**config.mk**
```make
export PLATFORM = sky130hd
export DESIGN_NAME = poly_voice_allocator_core
export DESIGN_NICKNAME = d
export VERILOG_FILES = /design/src/sv/pva_pkg.sv /design/src/sv/pva_voice_pick.sv /design/src/sv/poly_voice_allocator_core.sv
export SDC_FILE = /design/constraint.sdc
export NUM_CORES = 1
export LEC_CHECK = 0
export BUFFER_PORTS_ARGS = -buffer_cell sky130_fd_sc_hd__buf_2
export CAP_MARGIN = 20
export CORE_ASPECT_RATIO = 1.2
export CORE_MARGIN = 1.5
export CORE_UTILIZATION = 40
export DETAILED_ROUTE_END_ITERATION = 12
export GPL_TIMING_DRIVEN = 0
export PLACE_DENSITY = 0.58
export SLEW_MARGIN = 20
export SYNTH_ARGS = -nofsm -noshare
export SYNTH_HDL_FRONTEND = slang
export SYNTH_SLANG_ARGS = --single-unit
export TNS_END_PERCENT = 1
```
**constraint.sdc**
```tcl
create_clock -name clk_i -period 5.13 [get_ports clk_i]
set_input_delay 0 -clock clk_i [delete_from_list [all_inputs] [get_ports clk_i]]
set_output_delay 0 -clock clk_i [all_outputs]
set_load 0.05 [all_outputs]
```
**src/sv/pva_pkg.sv**
```systemverilog
package pva_pkg;

  localparam logic [1:0] FUNC_NOTE_ON  = 2'd0;
  localparam logic [1:0] FUNC_NOTE_OFF = 2'd1;
  localparam logic [1:0] FUNC_ACTIVITY = 2'd2;

  localparam logic [1:0] CFG_VOICE_LIMIT  = 2'd0;
  localparam logic [1:0] CFG_OSC1_OCTAVE  = 2'd1;
  localparam logic [1:0] CFG_OSC2_OCTAVE  = 2'd2;
  localparam logic [1:0] CFG_KLOK_SETTING = 2'd3;

  localparam int CFG_IDX_W  = 2;
  localparam int CFG_DATA_W = 4;
  localparam int RR_W       = 3;

  localparam logic [3:0] VOICE_LIMIT_RST = 4'd8;
  localparam logic [7:0] SEMITONES       = 8'd12;

  typedef struct packed {
    logic [1:0] func;
    logic [6:0] note;
    logic [6:0] velocity;
    logic [7:0] playing_mask;
  } pva_in_t;

  typedef struct packed {
    logic       assigned;
    logic [2:0] assigned_voice;
    logic       voice_gated;
    logic [7:0] pitch_note;
    logic [6:0] velocity_out;
    logic       filter_gate_on;
    logic       filter_gate_off;
    logic [7:0] released_mask;
    logic [1:0] klok_rate;
  } pva_out_t;

  // round-robin fallback: whether the pointer moves and where to
  typedef struct packed {
    logic            advance;
    logic [RR_W-1:0] next;
  } pva_rr_t;

  // octave shift in semitones, two's complement mod 256
  function automatic logic [7:0] octave_offset(logic [2:0] oct);
    logic signed [7:0] s;
    s = {{5{oct[2]}}, oct};
    return 8'(s * $signed(SEMITONES));
  endfunction

endpackage

```
**src/sv/pva_voice_pick.sv**
```systemverilog
module pva_voice_pick #(
  parameter int VOICES = 8,
  parameter int VIDX_W = 3,
  parameter int LIM_W  = 4
) (
  input  logic [VOICES-1:0]       gate_i,
  input  logic [VOICES-1:0]       playing_i,
  input  logic [LIM_W-1:0]        limit_i,
  input  logic [pva_pkg::RR_W-1:0] rr_ptr_i,
  output logic [VIDX_W-1:0]       voice_o,
  output pva_pkg::pva_rr_t        rr_o
);
  import pva_pkg::*;

  logic              found_free;
  logic              found_open;
  logic [VIDX_W-1:0] free_idx;
  logic [VIDX_W-1:0] open_idx;
  logic [RR_W-1:0]   ptr_eff;
  logic [RR_W:0]     ptr_inc;

  // highest index wins: later hits overwrite earlier ones
  always_comb begin
    found_free = 1'b0;
    found_open = 1'b0;
    free_idx   = '0;
    open_idx   = '0;
    for (int i = 0; i < VOICES; i++) begin
      if (LIM_W'(i) < limit_i) begin
        if (!gate_i[i] && !playing_i[i]) begin
          found_free = 1'b1;
          free_idx   = VIDX_W'(i);
        end
        if (!gate_i[i]) begin
          found_open = 1'b1;
          open_idx   = VIDX_W'(i);
        end
      end
    end
  end

  always_comb begin
    ptr_eff = (int'(rr_ptr_i) >= int'(limit_i)) ? '0 : rr_ptr_i;
    ptr_inc = {1'b0, ptr_eff} + (RR_W+1)'(1);
    rr_o.advance = !found_free && !found_open;
    rr_o.next    = (int'(ptr_inc) == int'(limit_i)) ? '0 : ptr_inc[RR_W-1:0];
    if (found_free) begin
      voice_o = free_idx;
    end else if (found_open) begin
      voice_o = open_idx;
    end else begin
      voice_o = VIDX_W'(ptr_eff);
    end
  end

endmodule

```
**src/sv/poly_voice_allocator_core.sv**
```systemverilog
// Voice choice, release match and gate count update all settle in the single combinational
// pass ahead of the output register, which captures each accepted input transaction's result.
// Throughput: one transaction per cycle while a full output register is not stalled.
// Reset: voice state, pointer, gate count and latched clock divide clear to zero,
// voice_limit resets to 8, octave and clock divide registers to zero; no clearing pass.
module poly_voice_allocator_core #(
  parameter int VOICES = 8
) (
  input  logic                            clk_i,
  input  logic                            rst_ni,
  input  logic                            in_valid_i,
  output logic                            in_stall_o,
  input  pva_pkg::pva_in_t                in_data_i,
  output logic                            out_valid_o,
  input  logic                            out_stall_i,
  output pva_pkg::pva_out_t               out_data_o,
  input  logic                            cfg_we_i,
  input  logic [pva_pkg::CFG_IDX_W-1:0]   cfg_idx_i,
  input  logic [pva_pkg::CFG_DATA_W-1:0]  cfg_wdata_i
);
  import pva_pkg::*;

  localparam int VIDX_W = (VOICES > 1) ? $clog2(VOICES) : 1;
  localparam int LIM_W  = $clog2(VOICES + 1);

  logic [6:0]        voice_note_q [VOICES];
  logic [VOICES-1:0] voice_gate_q, voice_gate_d;
  logic [VOICES-1:0] playing_q, playing_d;
  logic [RR_W-1:0]   rr_q, rr_d;
  logic [7:0]        gate_cnt_q, gate_cnt_d;
  logic [1:0]        klok_q, klok_d;

  logic [3:0] voice_limit_q;
  logic [2:0] osc1_oct_q;
  logic [2:0] osc2_oct_q;
  logic [1:0] klok_set_q;

  logic     out_valid_q;
  pva_out_t out_q, res;

  logic                  accept;
  logic [LIM_W-1:0]      limit;
  logic [VIDX_W-1:0]     pick;
  pva_rr_t               rr;
  logic                  is_off, is_on;
  logic                  note_wr;
  logic [VOICES-1:0]     rel;
  logic [7:0]            klok_ofs, n1, n2;
  logic [VOICES+7:0]     pmask_ext;

  assign in_stall_o  = out_valid_q && out_stall_i;
  assign accept      = in_valid_i && !in_stall_o;
  assign out_valid_o = out_valid_q;
  assign out_data_o  = out_q;

  assign limit = (voice_limit_q == 4'd0 || int'(voice_limit_q) > VOICES)
               ? LIM_W'(VOICES) : LIM_W'(voice_limit_q);

  pva_voice_pick #(
    .VOICES (VOICES),
    .VIDX_W (VIDX_W),
    .LIM_W  (LIM_W)
  ) u_pick (
    .gate_i    (voice_gate_q),
    .playing_i (playing_q),
    .limit_i   (limit),
    .rr_ptr_i  (rr_q),
    .voice_o   (pick),
    .rr_o      (rr)
  );

  assign pmask_ext = {{VOICES{1'b0}}, in_data_i.playing_mask};

  always_comb begin
    for (int i = 0; i < VOICES; i++) begin
      rel[i] = (LIM_W'(i) < limit) && (voice_note_q[i] == in_data_i.note);
    end
  end

  always_comb begin
    is_off = (in_data_i.func == FUNC_NOTE_OFF) ||
             (in_data_i.func == FUNC_NOTE_ON && in_data_i.velocity == 7'd0);
    is_on  = (in_data_i.func == FUNC_NOTE_ON) && !is_off;

    klok_ofs = 8'(klok_set_q) * SEMITONES;
    n1 = {1'b0, in_data_i.note} + octave_offset(osc1_oct_q) + klok_ofs;
    n2 = {1'b0, in_data_i.note} + octave_offset(osc2_oct_q) + klok_ofs;

    voice_gate_d = voice_gate_q;
    playing_d    = playing_q;
    rr_d         = rr_q;
    gate_cnt_d   = gate_cnt_q;
    klok_d       = klok_q;
    note_wr      = 1'b0;
    res          = '0;

    if (is_off) begin
      voice_gate_d        = voice_gate_q & ~rel;
      gate_cnt_d          = gate_cnt_q - 8'd1;
      res.filter_gate_off = (gate_cnt_d == 8'd0);
      res.released_mask   = 8'(rel);
    end else if (is_on) begin
      note_wr            = 1'b1;
      klok_d             = klok_set_q;
      if (rr.advance) begin
        rr_d = rr.next;
      end
      res.assigned       = 1'b1;
      res.assigned_voice = 3'(pick);
      res.pitch_note     = n2;
      // main note out of range: assign the voice but leave it ungated
      if (!n1[7]) begin
        res.velocity_out = in_data_i.velocity;
        if (!voice_gate_q[pick]) begin
          voice_gate_d[pick] = 1'b1;
          res.voice_gated    = 1'b1;
          gate_cnt_d         = gate_cnt_q + 8'd1;
          res.filter_gate_on = (gate_cnt_d == 8'd1);
        end
      end
    end else if (in_data_i.func == FUNC_ACTIVITY) begin
      playing_d = pmask_ext[VOICES-1:0];
    end
    res.klok_rate = klok_d;
  end

  always_ff @(posedge clk_i or negedge rst_ni) begin
    if (!rst_ni) begin
      voice_gate_q <= '0;
      playing_q    <= '0;
      rr_q         <= '0;
      gate_cnt_q   <= '0;
      klok_q       <= '0;
      out_valid_q  <= 1'b0;
      for (int i = 0; i < VOICES; i++) begin
        voice_note_q[i] <= '0;
      end
    end else begin
      if (accept) begin
        voice_gate_q <= voice_gate_d;
        playing_q    <= playing_d;
        rr_q         <= rr_d;
        gate_cnt_q   <= gate_cnt_d;
        klok_q       <= klok_d;
        if (note_wr) begin
          voice_note_q[pick] <= in_data_i.note;
        end
      end
      if (accept) begin
        out_valid_q <= 1'b1;
      end else if (!out_stall_i) begin
        out_valid_q <= 1'b0;
      end
    end
  end

  always_ff @(posedge clk_i) begin
    if (accept) begin
      out_q <= res;
    end
  end

  always_ff @(posedge clk_i or negedge rst_ni) begin
    if (!rst_ni) begin
      voice_limit_q <= VOICE_LIMIT_RST;
      osc1_oct_q    <= '0;
      osc2_oct_q    <= '0;
      klok_set_q    <= '0;
    end else if (cfg_we_i) begin
      unique case (cfg_idx_i)
        CFG_VOICE_LIMIT:  voice_limit_q <= cfg_wdata_i;
        CFG_OSC1_OCTAVE:  osc1_oct_q    <= cfg_wdata_i[2:0];
        CFG_OSC2_OCTAVE:  osc2_oct_q    <= cfg_wdata_i[2:0];
        CFG_KLOK_SETTING: klok_set_q    <= cfg_wdata_i[1:0];
        default: ;
      endcase
    end
  end

endmodule

```
After elaboration in Yosys (flattened, before gate mapping)
Index checks and enable logic that the tools add are counted.
- bits in registers: 130
- input port bits: 35
- output and inout port bits: 34
- add/sub/neg operators: 7
- multiply operators: 3
- magnitude comparators: 14
- equal/unequal tests: 18
- muxes and demuxes: 91
- bitwise logic cells: 6
- reduce and logical (&&, ||, !) cells: 62
- operators by type and width (cell ; number):
    two-way mux 3 bit ; 30
    two-way mux 8 bit ; 9
    bitwise mux 56 bit ; 1
    equality test 7 bit ; 8
    two-way mux 1 bit ; 43
    logical AND 1 bit ; 23
    demux 7 bit (select 3 bit) ; 1
    two-way mux 21 bit ; 1
    logical NOT 1 bit ; 20
    adder 7 x 8 -> 8 bit ; 2
    adder 8 x 6 -> 8 bit ; 2
    less-than comparator 3 x 4 -> 1 bit, first input constant ; 4
    multiplier 3 x 3 -> 6 bit, second input constant ; 2
    AND reduction 4 bit ; 3
    AND reduction 2 bit ; 5
    adder 8 x 1 -> 8 bit, second input constant ; 1
    AND 8 bit ; 1
    equality test 8 x 1 -> 1 bit, second input constant ; 1
    logical NOT 8 bit ; 1
    less-than comparator 1 x 4 -> 1 bit, first input constant ; 2
    less-than comparator 2 x 4 -> 1 bit, first input constant ; 2
    NOT 8 bit ; 1
    bitwise OR 8 bit ; 1
    subtractor 8 x 1 -> 8 bit, second input constant ; 1
    other kinds (28) ; 36

Logic depth before layout (Yosys ltp)
- depth after elaboration: 30
- depth in mapped cells: 15
- gate-level depth less buffers: 14

By module
From an unflattened synthesis, not the netlist that was laid out.
- cells, all modules: 703
- area total of the unflattened synthesis: 7677.4 um2
- by module, submodules not included (module ; times used ; cells each ; area each (um2) ; sequential area each (um2)):
    poly_voice_allocator_core ; 1 ; 602 ; 7038.0 ; 3414.5
    pva_voice_pick ; 1 ; 101 ; 639.4 ; 0.0

Least setup slack after synthesis
Ideal clock, no wire load.
- path type: reg-to-reg
- start: register voice_limit_q[3]
- end: register gate_cnt_q[6]
- data arrival time: 3576 ps
- data required time: 5048 ps
- path slack: 1472 ps
- stages on the path, launching flop included: 14
- period minus slack after synthesis: 3658 ps
- cell sequence: dfstp_2 -> buf_2 -> nand2b_1 -> ha_1 -> a21o_1 -> a31oi_1 -> o21ai_2 -> o311ai_4 -> a221oi_4 -> mux2_1 -> mux4_2 -> buf_6 -> or3_1 -> a22oi_2
- cells in the longest elaborated chain, start to end: 25
- elaborated cells on any way between the ends: 76
- those cells by class: 10 x order compare; 1 x eq/ne; 62 x mux; 3 x reduce/logical
- RTL lines (what ; line ; source):
    start, declared ; poly_voice_allocator_core.sv:33 ; logic [3:0] voice_limit_q;
    start signal, assigned ; poly_voice_allocator_core.sv:171 ; CFG_VOICE_LIMIT: voice_limit_q <= cfg_wdata_i;
    greater-than comparator 4 bit or logical NOT 4 bit (tied branches) ; poly_voice_allocator_core.sv:56 ; assign limit = (voice_limit_q == 4'd0 || int'(voice_limit_q) > VOICES)
    logical OR 1 bit ; poly_voice_allocator_core.sv:56 ;
    two-way mux 4 bit * ; poly_voice_allocator_core.sv:57 ; ? LIM_W'(VOICES) : LIM_W'(voice_limit_q);
    less-than comparator 1 x 4 -> 1 bit ; pva_voice_pick.sv:29 ; if (LIM_W'(i) < limit_i) begin
    two-way mux 1 bit ; pva_voice_pick.sv:29 ;
    two-way mux 1 bit ; pva_voice_pick.sv:34 ; if (!gate_i[i]) begin
    two-way mux 1 bit ; pva_voice_pick.sv:29 ;
    two-way mux 1 bit ; pva_voice_pick.sv:34 ;
    [... 9 more ...] ; n/a ;
    two-way mux 1 bit ; pva_voice_pick.sv:34 ;
    two-way mux 1 bit ; pva_voice_pick.sv:29 ;
    two-way mux 3 bit ; pva_voice_pick.sv:49 ; end else if (found_open) begin
    two-way mux 3 bit * ; pva_voice_pick.sv:47 ; if (found_free) begin
    binary-select mux 1 bit (select 3 bit) * ; poly_voice_allocator_core.sv:114 ; if (!voice_gate_q[pick]) begin
    two-way mux 1 bit (not written as such) * ; poly_voice_allocator_core.sv:114 ;
    inequality test 2 bit (no source line) * ; n/a ;
    AND reduction 4 bit (no source line) * ; n/a ;
    end signal, assigned ; poly_voice_allocator_core.sv:143 ; gate_cnt_q <= gate_cnt_d;
    end, declared ; poly_voice_allocator_core.sv:30 ; logic [7:0] gate_cnt_q, gate_cnt_d;
Mark *: on every way between the ends. The rest lies on a longest branch, timed or not. The select of a mux whose other input is x is not followed.
A chain may end at the register's enable or synchronous reset.

Worst setup path after layout
- start: register voice_limit_q[3]
- end: register out_q (netlist bit out_data_o[11]), data pin
- cells in the longest elaborated chain, start to end: 24
- elaborated cells on any way between the ends: 75
- those cells by class: 10 x order compare; 62 x mux; 3 x reduce/logical
- RTL lines (what ; line ; source):
    greater-than comparator 4 bit or logical NOT 4 bit (tied branches) ; poly_voice_allocator_core.sv:56 ;
    logical OR 1 bit ; poly_voice_allocator_core.sv:56 ;
    two-way mux 4 bit * ; poly_voice_allocator_core.sv:57 ;
    less-than comparator 1 x 4 -> 1 bit ; pva_voice_pick.sv:29 ;
    two-way mux 1 bit ; pva_voice_pick.sv:29 ;
    two-way mux 1 bit ; pva_voice_pick.sv:34 ;
    two-way mux 1 bit ; pva_voice_pick.sv:29 ;
    two-way mux 1 bit ; pva_voice_pick.sv:34 ;
    [... 8 more ...] ; n/a ;
    two-way mux 1 bit ; pva_voice_pick.sv:29 ;
    two-way mux 1 bit ; pva_voice_pick.sv:34 ;
    two-way mux 1 bit ; pva_voice_pick.sv:29 ;
    two-way mux 3 bit ; pva_voice_pick.sv:49 ;
    two-way mux 3 bit * ; pva_voice_pick.sv:47 ;
    binary-select mux 1 bit (select 3 bit) * ; poly_voice_allocator_core.sv:114 ;
    two-way mux 1 bit (not written as such) * ; poly_voice_allocator_core.sv:114 ;
    OR reduction 4 bit (no source line) * ; n/a ;
    end signal, assigned ; poly_voice_allocator_core.sv:159 ; out_q <= res;
    end, declared ; poly_voice_allocator_core.sv:39 ; pva_out_t out_q, res;
Marked as above.

==> metrics.md <==
| Metric | Value |
|---|---|
| Drt initial violations | 246 |
| CTS Root Cell | clkbuf_16 |
| Final setup skew | 12.9 ps |
| CP max FO | 10 |
| Total Nets Final | ~870 |
| Async S/R FF share, synth | between 70% and 80% |
| Total track usage | a little over a fifth |
| Cell area after synthesis | 7610 um^2 |
| Arr. time, crit path | 4440 ps |
| Seq/Total Area, Yosys | 44.9% |
| Final setup violation count | 0 |
| Layout cells sized above 1 | approximately 25% |
| DRT Pass-1 Iters | 5 |
| Pwr dens | approximately 510 nW/um^2 |
| Syn_area_per_cell | 11.1 um^2 |
| Cell variety after synth | between 70 and 80 |
| GRT overflow | 0 |
| RSZ-0062 raised after global routing | false |
| Top_reg_cell synth | dfrtp_1 |
| Placed instance area | between 8000 and 9000 um^2 |
| Clock H-tree levels | 4 |
| Syn Nets | ~760 |
| Cell area after layout | ~9100 um^2 |
| Pre-CTS WS | 992 ps |
| CTS tree | built |
| Number of CTS-inserted buffers | 17 |
| FF+latch count, synth | 130 |
| Area share of the largest cell type after synthesis | 31.9% |
| Post-route insts no fill | 1066 |
| Largest net degree at the start of global routing | 83 |
| Worst setup EP type | flop |
| Outcome | completed |
| Max_cap viols | 0 |
| Starting Density | approximately two fifths |
| Area growth syn-to-layout | 20.2% |
| Longest Clk Path Bufs | 2 |
| Hold path startpoint | cfg_idx_i[0] |
| Synth area leader | dfrtp_1 |
| Fillers | between 1.5k and 2k |
| Commonest non-fill, non-tap cell in the layout | dfrtp_1 |
| Cells after Synth | between 600 and 700 |
| Detailed-placement wirelength estimate | 14300 um |
| Synth warn | 0 |
| Vias/cell | 5.19 |
| HP Class | primary input to flop |
| Initial antenna violation count | 0 |
| Final ANT Viol Nets | 0 |
| Vias in the first global route | about 6k |
| WL/cell | about 18 um |
| Clock edge transition at the registers on the reported setup and hold paths | approximately 60 ps |
| Crit. Startpoint | voice_limit_q[3] |
| Crit Path Class | flop to flop |
| RePlAce Congestion | slightly above 0.9 |
| Cell count after placement | ~1k |
| Peak VDD IR | 0.000290 V |
| First-pass GRT wire length | between 30000 and 40000 um |
| DRC errors left | 0 |
| Skew-Pair Late Insertion Delay | roughly 430 ps |
| Most frequent cells in the layout | dfrtp_1 (97), mux2_2 (75), buf_2 (67), xnor2_1 (53), nand2_1 (46) |
| Period utilisation layout | approximately four fifths |
| Via Count | roughly 5.5k |
| Setup ws final | about 980 ps |
| Core area | 18700 um^2 |
| Row Count | 55 |
| Tot Pwr | 4660 uW |
| Worst reg2reg startpoint | voice_limit_q[3] |
| Number of flops mapped to enable cells by yosys | 32 |
| Die area | 19900 um^2 |
| TNS Setup | 0 ps |
| ANT cells | 0 |
| Port bufs | 65 |
| Clk sink count | between 100 and 150 |
| Top Ports | 69 |
| Final hold violation count | 0 |
| Worst-Margin Slew | approximately 900 ps |
| CP startpoint kind | flop |
| Horiz. Die Dim | roughly 130 um |
| Leakage | 0.00399 uW |
| Tmin final | approximately 4100 ps |
| Routed Wire Length | approximately 19000 um |
| Die Ht | between 150 and 200 um |
| Critical Path RT | around 5400 ps |
| Fmax | approximately 0.24 GHz |
| Top post-synthesis cells by area | dfrtp_1 (32%), edfxtp_1 (13%), mux2_2 (11%) |
| Slew Viols, Final | 0 |
| Max_slew headroom | 40.8% |
## cells in the mapped netlist (14+ instances only)
cell and count:
clkbuf_1 29, nand4_1 16, ha_1 25, nor3_1 14, nand2_1 46, xnor2_1 53
edfxtp_1 32, xor2_1 24, mux2_2 75, nor2_1 38, a21oi_1 16, inv_1 37
nand3_1 17, o21ai_0 16, dfrtp_1 97
## logic make-up after synthesis
logic type      synth area share (%)
xor+xnor                        8.87
compound gates                  8.80
buf+inv                         4.10
simple gates                    13.9
flops                           44.9
mux                             12.7
fa+ha+maj                       6.74
## worst max-delay path, cell delays in order (launching register included)
cell      delay (ps)
dfstp_2          630
buf_2            240
nand2b_1         230
ha_1             280
a21o_1           190
a31oi_1          260
o21ai_2          160
o311ai_4         350
a221oi_4         170
mux2_1           340
mux4_2           500
buf_6            170
nor3_1           280
and3_1           210
## registers in the layout, summed over array words and instances, names as in the netlist
| signal | cells |
|---|---|
| klok_set_q | 2 |
| klok_q | 2 |
| gate_cnt_q | 8 |
| voice_limit_q | 4 |
| out_data_o | 32 |
| voice_note_q | 56 |
| playing_q | 8 |
| voice_gate_q | 8 |
| osc1_oct_q | 3 |
| out_valid_o | 1 |
| osc2_oct_q | 3 |
| rr_q | 3 |
## cell type report
class	count	area, um^2	share of cell area (%)
multi-input combinational	484	3880	42.4
sequential	130	3410	37.3
timing repair buffer	90	609	6.66
clock buffer	21	483	5.28
tap	256	320	3.50
buffer	37	173	1.89
inverter	37	139	1.52
clock inverter	11	125	1.37
## layer usage
layer,GRT usage (%),routed length (um)
met3,3.51,577
met4,8.35,502
met1,25.5,8430
met2,36.3,9790
met5,0,0
## final timing paths
path                       slack (ps)               to  depth (start not counted)
hold reg to reg                   510        klok_q[0]                          1
setup reg to reg                  980   out_data_o[11]                         13
min in group asynchronous         160    klok_set_q[0]                          3
max in group asynchronous        3750  voice_gate_q[0]                          3
setup / recovery                  980   out_data_o[11]                         13
hold / removal                     10    klok_set_q[0]                          3
## repair_timing
item                      in CTS  in global routing
hold buffers                  23                  0
resized for setup              0                  0
setup buffers                  0                  0
hold endpoints to repair     125                  0
## report_power, final
| part | leakage [uW] | internal, uW | total, uW | switching, uW |
|---|---|---|---|---|
| Combinational | 0.00215 | 828 | 1830 | 1000 |
| Sequential | 0.00155 | 1360 | 1590 | 228 |
| Clock | 0.000294 | 775 | 1250 | 473 |
| Total | 0.00399 | 2960 | 4660 | 1700 |
## metrics by stage
step	utilization, %	hold slack [ps]
CTS	48.9	4.53
global placement	44.1	202
finish	48.9	11.4
floorplan	-	-296
detailed placement	44.4	-142
global route	48.9	22.4
No activity file was read; power rests on OpenSTA's default activity.
